### config.mk
export PLATFORM = sky130hd
export DESIGN_NAME = satl_ctrl
export DESIGN_NICKNAME = d
export VERILOG_FILES = /design/src/hdl/satl_pkg.sv /design/src/hdl/satl_ctrl.sv
export SDC_FILE = /design/constraint.sdc
export NUM_CORES = 1
export LEC_CHECK = 0
export BUFFER_PORTS_ARGS = -buffer_cell sky130_fd_sc_hd__buf_2
export CORE_AREA = 2 2 42 64
export DETAILED_ROUTE_END_ITERATION = 12
export DIE_AREA = 0 0 44 66
export GPL_ROUTABILITY_DRIVEN = 0
export GPL_TIMING_DRIVEN = 0
export PLACE_DENSITY = 0.6
export RECOVER_POWER = 50
export REMOVE_ABC_BUFFERS = 1
export SLEW_MARGIN = 20
export SYNTH_ARGS = -nofsm -noshare
export SYNTH_HDL_FRONTEND = slang
export SYNTH_SLANG_ARGS = --single-unit
### constraint.sdc
create_clock -name clk -period 1.3 [get_ports clk]
set_input_delay 0.195 -clock clk [delete_from_list [all_inputs] [get_ports clk]]
set_output_delay 0.195 -clock clk [all_outputs]
set_load 0.05 [all_outputs]
### src/hdl/satl_pkg.sv
// Shared types and constants for the sorted address table lookup unit.
`timescale 1ns / 1ps
`default_nettype none

package satl_pkg;

  localparam int DEFAULT_TABLE_DEPTH = 1024;
  localparam int ADDR_W              = 64;
  localparam int CMD_W               = 2;
  localparam int IDX_W               = 11;
  localparam int OUT_TDATA_W         = 24;

  typedef enum logic [CMD_W-1:0] {
    CMD_CLEAR  = 2'd0,
    CMD_INSERT = 2'd1,
    CMD_LOOKUP = 2'd2
  } cmd_t;

  typedef enum logic [1:0] {
    RES_PLAIN  = 2'd0,
    RES_FULL   = 2'd1,
    RES_LOOKUP = 2'd2
  } res_kind_t;

  // controller -> datapath
  typedef struct packed {
    logic      load;       // latch key, start search over [0, count)
    logic      clear;
    logic      probe_rd;
    logic      probe_upd;
    logic      chk_rd;
    logic      chk_cmp;
    logic      shift_init;
    logic      shift_rd;
    logic      shift_wr;
    logic      put;
    logic      out_load;
    res_kind_t res;
  } satl_cmd_t;

  // datapath -> controller
  typedef struct packed {
    logic full;
    logic search_done;
    logic lo_zero;
    logic shift_done;
  } satl_sts_t;

endpackage

`default_nettype wire

### src/hdl/satl_ctrl.sv
// Controller state machine for the sorted address table lookup unit.
`timescale 1ns / 1ps
`default_nettype none

module satl_ctrl
  import satl_pkg::*;
(
  input  wire logic             clk,
  input  wire logic             rst,
  input  wire logic             s_tvalid,
  output logic                  s_tready,
  input  wire logic [CMD_W-1:0] command,
  output logic                  m_tvalid,
  input  wire logic             m_tready,
  output satl_cmd_t             cmd,
  input  wire satl_sts_t        sts
);

  typedef enum logic [3:0] {
    ST_IDLE,
    ST_PROBE,
    ST_CMP,
    ST_CHK_RD,
    ST_CHK_CMP,
    ST_SHIFT_RD,
    ST_SHIFT_WR,
    ST_PUT,
    ST_DONE
  } state_t;

  state_t    state, state_next;
  logic      is_insert, is_insert_next;
  res_kind_t res_kind, res_kind_next;
  logic      out_free;

  assign s_tready = (state == ST_IDLE);
  assign out_free = !m_tvalid || m_tready;

  always_comb begin
    state_next     = state;
    is_insert_next = is_insert;
    res_kind_next  = res_kind;
    cmd            = '0;
    cmd.res        = res_kind;
    case (state)
      ST_IDLE: begin
        if (s_tvalid) begin
          cmd.load = 1'b1;
          case (command)
            CMD_CLEAR: begin
              cmd.clear     = 1'b1;
              res_kind_next = RES_PLAIN;
              state_next    = ST_DONE;
            end
            CMD_INSERT: begin
              if (sts.full) begin
                res_kind_next = RES_FULL;
                state_next    = ST_DONE;
              end else begin
                is_insert_next = 1'b1;
                state_next     = ST_PROBE;
              end
            end
            CMD_LOOKUP: begin
              is_insert_next = 1'b0;
              state_next     = ST_PROBE;
            end
            default: begin
              res_kind_next = RES_PLAIN;
              state_next    = ST_DONE;
            end
          endcase
        end
      end
      ST_PROBE: begin
        if (sts.search_done) begin
          if (is_insert) begin
            cmd.shift_init = 1'b1;
            state_next     = ST_SHIFT_RD;
          end else if (sts.lo_zero) begin
            res_kind_next = RES_LOOKUP;
            state_next    = ST_DONE;
          end else begin
            state_next = ST_CHK_RD;
          end
        end else begin
          cmd.probe_rd = 1'b1;
          state_next   = ST_CMP;
        end
      end
      ST_CMP: begin
        cmd.probe_upd = 1'b1;
        state_next    = ST_PROBE;
      end
      ST_CHK_RD: begin
        cmd.chk_rd = 1'b1;
        state_next = ST_CHK_CMP;
      end
      ST_CHK_CMP: begin
        cmd.chk_cmp   = 1'b1;
        res_kind_next = RES_LOOKUP;
        state_next    = ST_DONE;
      end
      ST_SHIFT_RD: begin
        if (sts.shift_done) begin
          state_next = ST_PUT;
        end else begin
          cmd.shift_rd = 1'b1;
          state_next   = ST_SHIFT_WR;
        end
      end
      ST_SHIFT_WR: begin
        cmd.shift_wr = 1'b1;
        state_next   = ST_SHIFT_RD;
      end
      ST_PUT: begin
        cmd.put       = 1'b1;
        res_kind_next = RES_PLAIN;
        state_next    = ST_DONE;
      end
      ST_DONE: begin
        if (out_free) begin
          cmd.out_load = 1'b1;
          state_next   = ST_IDLE;
        end
      end
      default: begin
        state_next = ST_IDLE;
      end
    endcase
  end

  always_ff @(posedge clk) begin
    if (rst) begin
      state     <= ST_IDLE;
      is_insert <= 1'b0;
      res_kind  <= RES_PLAIN;
      m_tvalid  <= 1'b0;
    end else begin
      state     <= state_next;
      is_insert <= is_insert_next;
      res_kind  <= res_kind_next;
      if (cmd.out_load) begin
        m_tvalid <= 1'b1;
      end else if (m_tready) begin
        m_tvalid <= 1'b0;
      end
    end
  end

endmodule

`default_nettype wire

==> results of run 1 <==
==> what timing repair did <==
| item | 4_1_cts | 5_1_grt |
|---|---|---|
| gates resized for setup | 49 | 24 |
| endpoints found under the setup margin | 17 | 16 |
| pin swaps | 10 | 6 |
| hold buffers | 0 | 0 |
| buffers inserted | 8 | 6 |
==> worst min-delay path by stage <==
stage / slack, ps / cells after the start / from / endpoint
2_1_floorplan: 260 / 1 / rst / m_tvalid$_SDFFE_PP0P_
3_3_place_gp: 460 / 2 / rst / m_tvalid$_SDFFE_PP0P_
3_5_place_dp: 460 / 2 / rst / m_tvalid$_SDFFE_PP0P_
4_1_cts: 190 / 2 / rst / m_tvalid$_SDFFE_PP0P_
5_1_grt: 230 / 2 / rst / m_tvalid$_SDFFE_PP0P_
6_report: 200 / 2 / rst / m_tvalid$_SDFFE_PP0P_
==> routing by layer <==
| layer | wire length, um | up-vias | track usage, % |
|---|---|---|---|
| met4 | 36 | 0 | 6.818 |
| met3 | 92 | 4 | 1.093 |
| met5 | 0 | - | 0 |
| li1 | - | 401 | - |
| met1 | 873 | 405 | 16.06 |
| met2 | 1377 | 33 | 29.23 |
==> power breakdown <==
group	internal, mW	total, mW	switching (mW)	leakage [nW]
combinational	0.124	0.286	0.163	0.425
clock	0.107	0.204	0.0978	0.0138
sequential	0.249	0.269	0.0202	0.0680
==> critical path, stage by stage, from the launching register on <==
cell and delay, ps:
dfxtp_4 370, nor4_4 360, and3_1 230, buf_6 160
==> placed cells by master (no fill, tap or decap), drive strengths merged <==
master	netlist	layout
a21o	2	2
a21oi	5	5
a2bb2oi	1	1
a311oi	2	2
a32oi	1	1
and2	1	1
and2b	1	1
and3	2	2
buf	3	38
clkbuf	1	3
dfxtp	8	8
ha	3	3
inv	6	6
nand2	11	11
nand2b	5	5
nand3	3	3
nand4	1	1
nand4b	1	1
nor2	7	7
nor2b	4	4
nor3	4	4
nor3b	2	2
nor4	2	2
o211ai	1	1
o21ai	4	4
o22a	1	1
o22ai	1	1
o32a	2	2
o32ai	1	1
o41ai	1	1
or2	1	1
xnor2	1	1
xor2	1	1
==> flip-flops by register name, summed over array words and instances (netlist names) <==
| name | cells |
|---|---|
| res_kind | 2 |
| state | 4 |
| m_tvalid | 1 |
| is_insert | 1 |
==> cells by family (layout without fill, tap and decap cells) <==
| group | after synthesis | count (layout) | share of synthesized area (%) |
|---|---|---|---|
| xor+xnor | 2 | 2 | 2.565 |
| fa+ha+maj | 3 | 3 | 5.495 |
| flops | 8 | 8 | 23.44 |
| compound gates | 22 | 22 | 24.18 |
| simple gates | 45 | 45 | 37.55 |
| buf+inv | 10 | 47 | 6.774 |
==> area by class of cell <==
cell class                 instances  area share, %
timing repair buffer              38          26.19
sequential                         8          14.16
clock buffer                       3          1.820
tap                               24          2.427
multi-input combinational         72          53.59
inverter                           6          1.820
==> results.ini, run 1 <==
[detailed_routing]
drc=0
viasPerCell=5.583
dr.pass1.iters=4
drtIter0Drc=27
wl_um=2378
detail-route-antenna-nets=0
vias=843
wire_per_inst_um=15.75

[global_route]
antenna_found_initial=0
grt_max_degree=13
grt_usage_pct=15.25
grt_pass1_vias=767
grt_overflow_total=0
grt_pass1_wl_um=3381

[power_and_ir_drop]
total_power_mw=0.7599
power_density_nw_per_um2=614.1
peakVddDrop_mv=0.4642
p_leak_nw=0.5071

[layout]
multi_input_area_um2=663.1
fin_util_pct=52.27
num_antenna_cells=0
regArea_um2=175.2
fillers=217
area_delta_synth_final_pct=81.14
final_cell_count_no_fill=151
drive_gt1_share_pct=56.69
fin_nets=142
fin_area_um2=1237

[synth]
synth_edf_count=0
yosysSeqAreaShare_pct=23.44
synth-seq-cells=8
synth_cells=90
yosysTopAreaCell=dfxtp_1
synth.distinct_cells=38
synthFlopType=dfxtp_1
synth_top_area_share_pct=23.44
synth_common_cells=nand2_1 (11), dfxtp_1 (8), nor2_1 (7)
syn_area_per_cell_um2=7.591
async_reset_ff_share_pct=0
yosysWarningCount=0
synth.area.top_cells=dfxtp_1 (23%), nand2_1 (6.0%), ha_1 (5.5%)
yosysMostFrequentCell=nand2_1
synth.cell_area_um2=683.2

[placement]
portBuffers=24
placed_cells=134
postPlaceCellArea_um2=809.5
dp_hpwl_um=1353
place_ws_ps=-340.8

[cts]
clk_pin_slew_ps=60
cts_root_buf=clkbuf_4
clk_path_buf_depth=2
htree_levels=1
clock-sinks=8
numCtsBuffers=3
clk_latency_ps=260
cts_tree=yes

[timing]
worst_slew_pin_slew_ps=401.1
rsz0062_at_grt=yes
period_share_pct=121.2
setup_viol=15
slew_violations=0
min_period_ps=1576
max_freq_mhz=634.6
finalSetupTns_ps=-2237
final.setup_skew_ps=4.436
max_slew_margin_pct=73.16
setup_ws_ps=-275.8
hold_ws_ps=202.9
hold_violations=0

[floorplan]
die_y_um=66
num_rows=22
start_util_pct=28.86
dieArea_um2=2904
dieWidth_um=44
io_pins=25
core-area_um2=2367

[critical_path]
setup.worst_path.end=cmd[11]
worstSetupPathType=reg -> out
cp-start-kind=flop
rr_worst_depth=6
r2r-start=state[1]$_SDFFE_PP0P_
timing.rr.end=res_kind[0]$_SDFFE_PP0P_
cp.arrival_ps=1380
reg2reg_slack_ps=-90
cp-end-kind=output pin
critPathLaunch=state[2]$_SDFFE_PP0P_
cp_data_required_time_ps=1110
crit_fanout=5

[hold_path]
hold_class=in -> reg

[status]
status=finished, violations left
violations=setup timing

[job]
maxCapViolations=0

Note: power is estimated with default switching activity, not from simulation.
==> run 2: changes to the inputs <==
--- a/config.mk
+++ b/config.mk
@@ -11,7 +11,7 @@
 export DIE_AREA = 0 0 44 66
 export GPL_ROUTABILITY_DRIVEN = 0
 export GPL_TIMING_DRIVEN = 0
-export PLACE_DENSITY = 0.6
+export PLACE_DENSITY = 0.5
 export RECOVER_POWER = 50
 export REMOVE_ABC_BUFFERS = 1
 export SLEW_MARGIN = 20
==> run 2 against run 1 <==
Effect of this change:
- the run still ends with setup timing left
- critical endpoint unchanged
- clock skew grew 2.0 ps
- largest power group unchanged
- largest cell class unchanged
- flip-flop and latch count did not move
- count of clock-buffer cells in the layout is the same
- via count shrank 3.0%
- total power is 0.28% higher
- critical path type unchanged
- clock power decreased by 2%
- global-route usage increased by 1.6 points
- fmax increased by 0.79%
- die area is the same
- utilization rose by 0.21 points
==> results.ini, run 2 (synthesized netlist as in run 1, its figures left out) <==
[floorplan]
dieArea_um2=2904
num_rows=22
io_pins=25
core-area_um2=2367
start_util_pct=28.86
dieWidth_um=44
die_y_um=66

[detailed_routing]
wl_um=2215
detail-route-antenna-nets=0
viasPerCell=5.382
wire_per_inst_um=14.57
drtIter0Drc=22
dr.pass1.iters=4
drc=0
vias=818

[timing]
hold_violations=0
hold_ws_ps=216.9
max_slew_margin_pct=79.69
final.setup_skew_ps=6.476
setup_viol=15
period_share_pct=120.3
min_period_ps=1564
slew_violations=0
max_freq_mhz=639.6
setup_ws_ps=-263.5
rsz0062_at_grt=yes
worst_slew_pin_slew_ps=303.6

[cts]
htree_levels=1
clock-sinks=8
clk_latency_ps=260
clk_pin_slew_ps=60
cts_tree=yes
clk_path_buf_depth=2
cts_root_buf=clkbuf_4
numCtsBuffers=3

[global_route]
grt_usage_pct=16.84
grt_pass1_wl_um=3698
antenna_found_initial=0
grt_overflow_total=0
grt_pass1_vias=827
grt_max_degree=13

[critical_path]
cp_data_required_time_ps=1110
crit_fanout=7
cp-start-kind=flop
cp-end-kind=output pin
worstSetupPathType=reg -> out
cp.arrival_ps=1370

[status]
violations=setup timing
status=finished, violations left

[layout]
drive_gt1_share_pct=55.47
fillers=227
final_common_cell=buf_6
area_delta_synth_final_pct=81.87
fin_nets=143
top_regs=state x4, res_kind x2
top_register=state
layout_common_cells=buf_6 (17), buf_2 (12), nand2_1 (10)
num_antenna_cells=0
largest_reg_flops=4

[power_and_ir_drop]
power_density_nw_per_um2=613.4
peakVddDrop_mv=0.3381
total_power_mw=0.7621
p_leak_nw=0.4975

[job]
maxCapViolations=0

[placement]
dp_hpwl_um=1413
portBuffers=24

[hold_path]
hold_class=in -> reg

run 2: final cells by class:
class	instances	area, um2	area share (%)
Multi-Input combinational cell	72	643.1	51.76
Timing Repair Buffer	39	349.1	28.10
Sequential cell	8	175.2	14.10
Tap cell	24	30.03	2.417
Clock buffer	3	22.52	1.813
Inverter	6	22.52	1.813
run 2: metrics by stage:
step / setup slack [ps] / instances / util [%] / instance area [um2] / TNS [ps]
floorplan: -1077 / 86 / - / 659.4 / -6418
detailed placement: -353.8 / 134 / 34.20 / 809.5 / -3657
global placement: -364.9 / 134 / 34.20 / 809.5 / -3731
global route: -318.6 / 152 / 52.48 / 1242 / -3048
CTS: -256.3 / 149 / 48.10 / 1139 / -2202
finish: -263.5 / 152 / 52.48 / 1242 / -2285
run 2: where the power goes:
part | internal (mW) | leakage [nW] | switching [mW] | total, mW
combinational | 0.132 | 0.416 | 0.159 | 0.291
clock | 0.106 | 0.0138 | 0.0932 | 0.199
sequential | 0.249 | 0.0680 | 0.0221 | 0.272
total | 0.487 | 0.498 | 0.275 | 0.762
run 2: metal layers:
| layer | wire length [um] | global-route usage (%) |
|---|---|---|
| met3 | 67 | 2.732 |
| met4 | 75 | 6.818 |
| met1 | 824 | 18.05 |
| met2 | 1248 | 31.25 |
| met5 | 0 | 0 |
run 2: path summary, 6_finish.rpt:
path | endpoint | slack (ps) | depth (start not counted) | start
setup / recovery | cmd[11] | -260 | 3 | state[2]$_SDFFE_PP0P_
hold / removal | m_tvalid$_SDFFE_PP0P_ | 220 | 2 | rst
setup reg to reg | is_insert$_SDFFE_PP0P_ | -70 | 5 | state[2]$_SDFFE_PP0P_
hold reg to reg | res_kind[0]$_SDFFE_PP0P_ | 500 | 2 | res_kind[0]$_SDFFE_PP0P_
run 2: worst max-delay path, stage by stage (launching register included):
cell	delay [ps]
dfxtp_4	380
nor4_4	350
and3_1	220
buf_6	160
run 2: what timing repair did:
action,CTS,global route
pin swaps,12,9
endpoints found under the hold margin,0,0
endpoints found under the setup margin,18,16
gates resized for setup,58,16
hold buffers,0,0
buffers inserted,12,3
==> run 3: changes to the inputs <==
--- a/config.mk
+++ b/config.mk
@@ -11,7 +11,7 @@
 export DIE_AREA = 0 0 44 66
 export GPL_ROUTABILITY_DRIVEN = 0
 export GPL_TIMING_DRIVEN = 0
-export PLACE_DENSITY = 0.5
+export PLACE_DENSITY = 0.49
 export RECOVER_POWER = 50
 export REMOVE_ABC_BUFFERS = 1
 export SLEW_MARGIN = 20
==> constraint.sdc (replaced) <==
create_clock -name clk -period 1.57 [get_ports clk]
set_input_delay 0.2355 -clock clk [delete_from_list [all_inputs] [get_ports clk]]
set_output_delay 0.2355 -clock clk [all_outputs]
set_load 0.05 [all_outputs]
==> run 3 against run 2 <==
Effect of this change:
- the run still ends with setup timing left
- total power shrank 22%
- combinational power fell by 28%
- sequential share of layout area is 3.4 points higher
- clock power down 17%
- wire length decreased by 6.9%
- critical path type unchanged
- highest routed layer unchanged
==> results.ini, run 3 (synthesized netlist as in run 1, its figures left out) <==
[status]
status=finished, violations left
violations=setup timing

[placement]
postPlaceCellArea_um2=809.5
dp_hpwl_um=1420
placed_cells=134
place_ws_ps=-106.8
portBuffers=24

[global_route]
grt_pass1_wl_um=3215
grt_pass1_vias=731
grt_usage_pct=14.84
gr-usage-met3_pct=3.005
grt_use_met1_pct=15.65
grt_max_degree=16
grt-busiest-layer=met2
grt_overflow_total=0
antenna_found_initial=0
grt_use_met2_pct=27.02

[power_and_ir_drop]
p_clk_share_pct=27.8
peakVddDrop_mv=0.2343
p_sw_share_pct=35.52
total_power_mw=0.5961
pwr-share-seq_pct=37.1
p_int_mw=0.3844
power_density_nw_per_um2=603.9
p_leak_nw=0.4399
pwr-share-comb_pct=35.1
p_switching_mw=0.2118

[critical_path]
cp-end-kind=output pin
cp.arrival_ps=1380
cpPeakStageDelay_ps=380
cp_cell_sequence=nor4_4 > and3_4 > buf_8
critPathTopFamily=simple AND/OR/NAND/NOR gates
worstSetupPathType=reg -> out
crit_fanout=7
crit_buf_inv=1
cp-start-kind=flop
crit_path_top_delay_cell=dfxtp_4
cp_data_required_time_ps=1330

[job]
maxCapViolations=0

[detailed_routing]
viasPerCell=5.318
dr.pass1.iters=4
wl_um=2063
wire_per_inst_um=13.94
vias=787
detail-route-antenna-nets=0
drtIter0Drc=20
drc=0

[cts]
htree_levels=1
numCtsBuffers=3
clock-sinks=8
cts_tree=yes
cts_root_buf=clkbuf_4
clk_path_buf_depth=2
clk_pin_slew_ps=60
clk_latency_ps=260

[timing]
max_slew_margin_pct=61.95
setup_ws_ps=-44.09
max_freq_mhz=619.5
rsz0062_at_grt=yes
finalSetupTns_ps=-71.10
hold_ws_ps=243.3
setup_viol=2
min_period_ps=1614
hold_violations=0
slew_violations=0
period_share_pct=102.8
final.setup_skew_ps=5.964
worst_slew_pin_slew_ps=563.4

[floorplan]
dieArea_um2=2904
io_pins=25
core-area_um2=2367
dieWidth_um=44
die_y_um=66
num_rows=22
start_util_pct=28.86

[layout]
drive_gt1_share_pct=41.13
multi_input_area_um2=486.7
largest_reg_flops=4
fin_area_um2=987.2
num_antenna_cells=0
final_cell_count_no_fill=148
top_register=state
fillers=264
top_regs=state x4, res_kind x2
fin_nets=139
area_delta_synth_final_pct=44.51
layout_common_cells=buf_2 (15), buf_4 (14), nand2_1 (11)
regArea_um2=172.7
final_common_cell=buf_2
fin_util_pct=41.70

[hold_path]
hold_class=in -> reg

-- run 3: cell types whose count changed in the layout (fill, tap and decap cells not counted), moves of 2 or more --
cell and change:
buf_2 +3, buf_4 +7, buf_6 -15, nand2b_1 +2, nand2b_4 -2, nor2_1 +4
nor2_4 -4, nor3_1 +2, nor3_4 -2
-- run 3: worst paths after layout --
path | slack [ps] | cells past startpoint | start | end
setup / recovery | -40 | 3 | state[2]$_SDFFE_PP0P_ | cmd[11]
hold / removal | 240 | 2 | rst | m_tvalid$_SDFFE_PP0P_
setup reg to reg | 140 | 3 | state[0]$_SDFFE_PP0P_ | state[3]$_SDFFE_PP0P_
hold reg to reg | 500 | 2 | res_kind[0]$_SDFFE_PP0P_ | res_kind[0]$_SDFFE_PP0P_
-- run 3: what timing repair did --
item	in CTS	in global routing
buffers inserted	6	5
gates resized for setup	19	10
pin swaps	4	2
setup endpoints to repair	13	9
hold buffers	0	0
-- run 3: metal layers --
| layer | up-vias | part of all wire [%] |
|---|---|---|
| met5 | - | 0 |
| met4 | 0 | 2.0 |
| met3 | 5 | 3.5 |
| met2 | 19 | 55 |
| met1 | 372 | 40 |
| li1 | 391 | - |
-- run 3: area by class of cell --
| class | count | share of cell area [%] |
|---|---|---|
| multi-input cells | 72 | 49.30 |
| repair buffers | 35 | 25.60 |
| flip-flops and latches | 8 | 17.49 |
| well taps | 24 | 3.042 |
| clock buffers | 3 | 2.281 |
| inverters | 6 | 2.281 |
-- run 3: power by group through the flow --
| stage | Sequential [mW] | Clock, mW | Combinational [mW] |
|---|---|---|---|
| final | 0.221 | 0.166 | 0.209 |
| after global placement | 0.231 | 0 | 0.166 |
| after CTS | 0.221 | 0.166 | 0.193 |
| after global routing | 0.222 | 0.182 | 0.223 |
| after floorplan | 0.239 | 0 | 0.110 |
| after detailed placement | 0.231 | 0 | 0.167 |
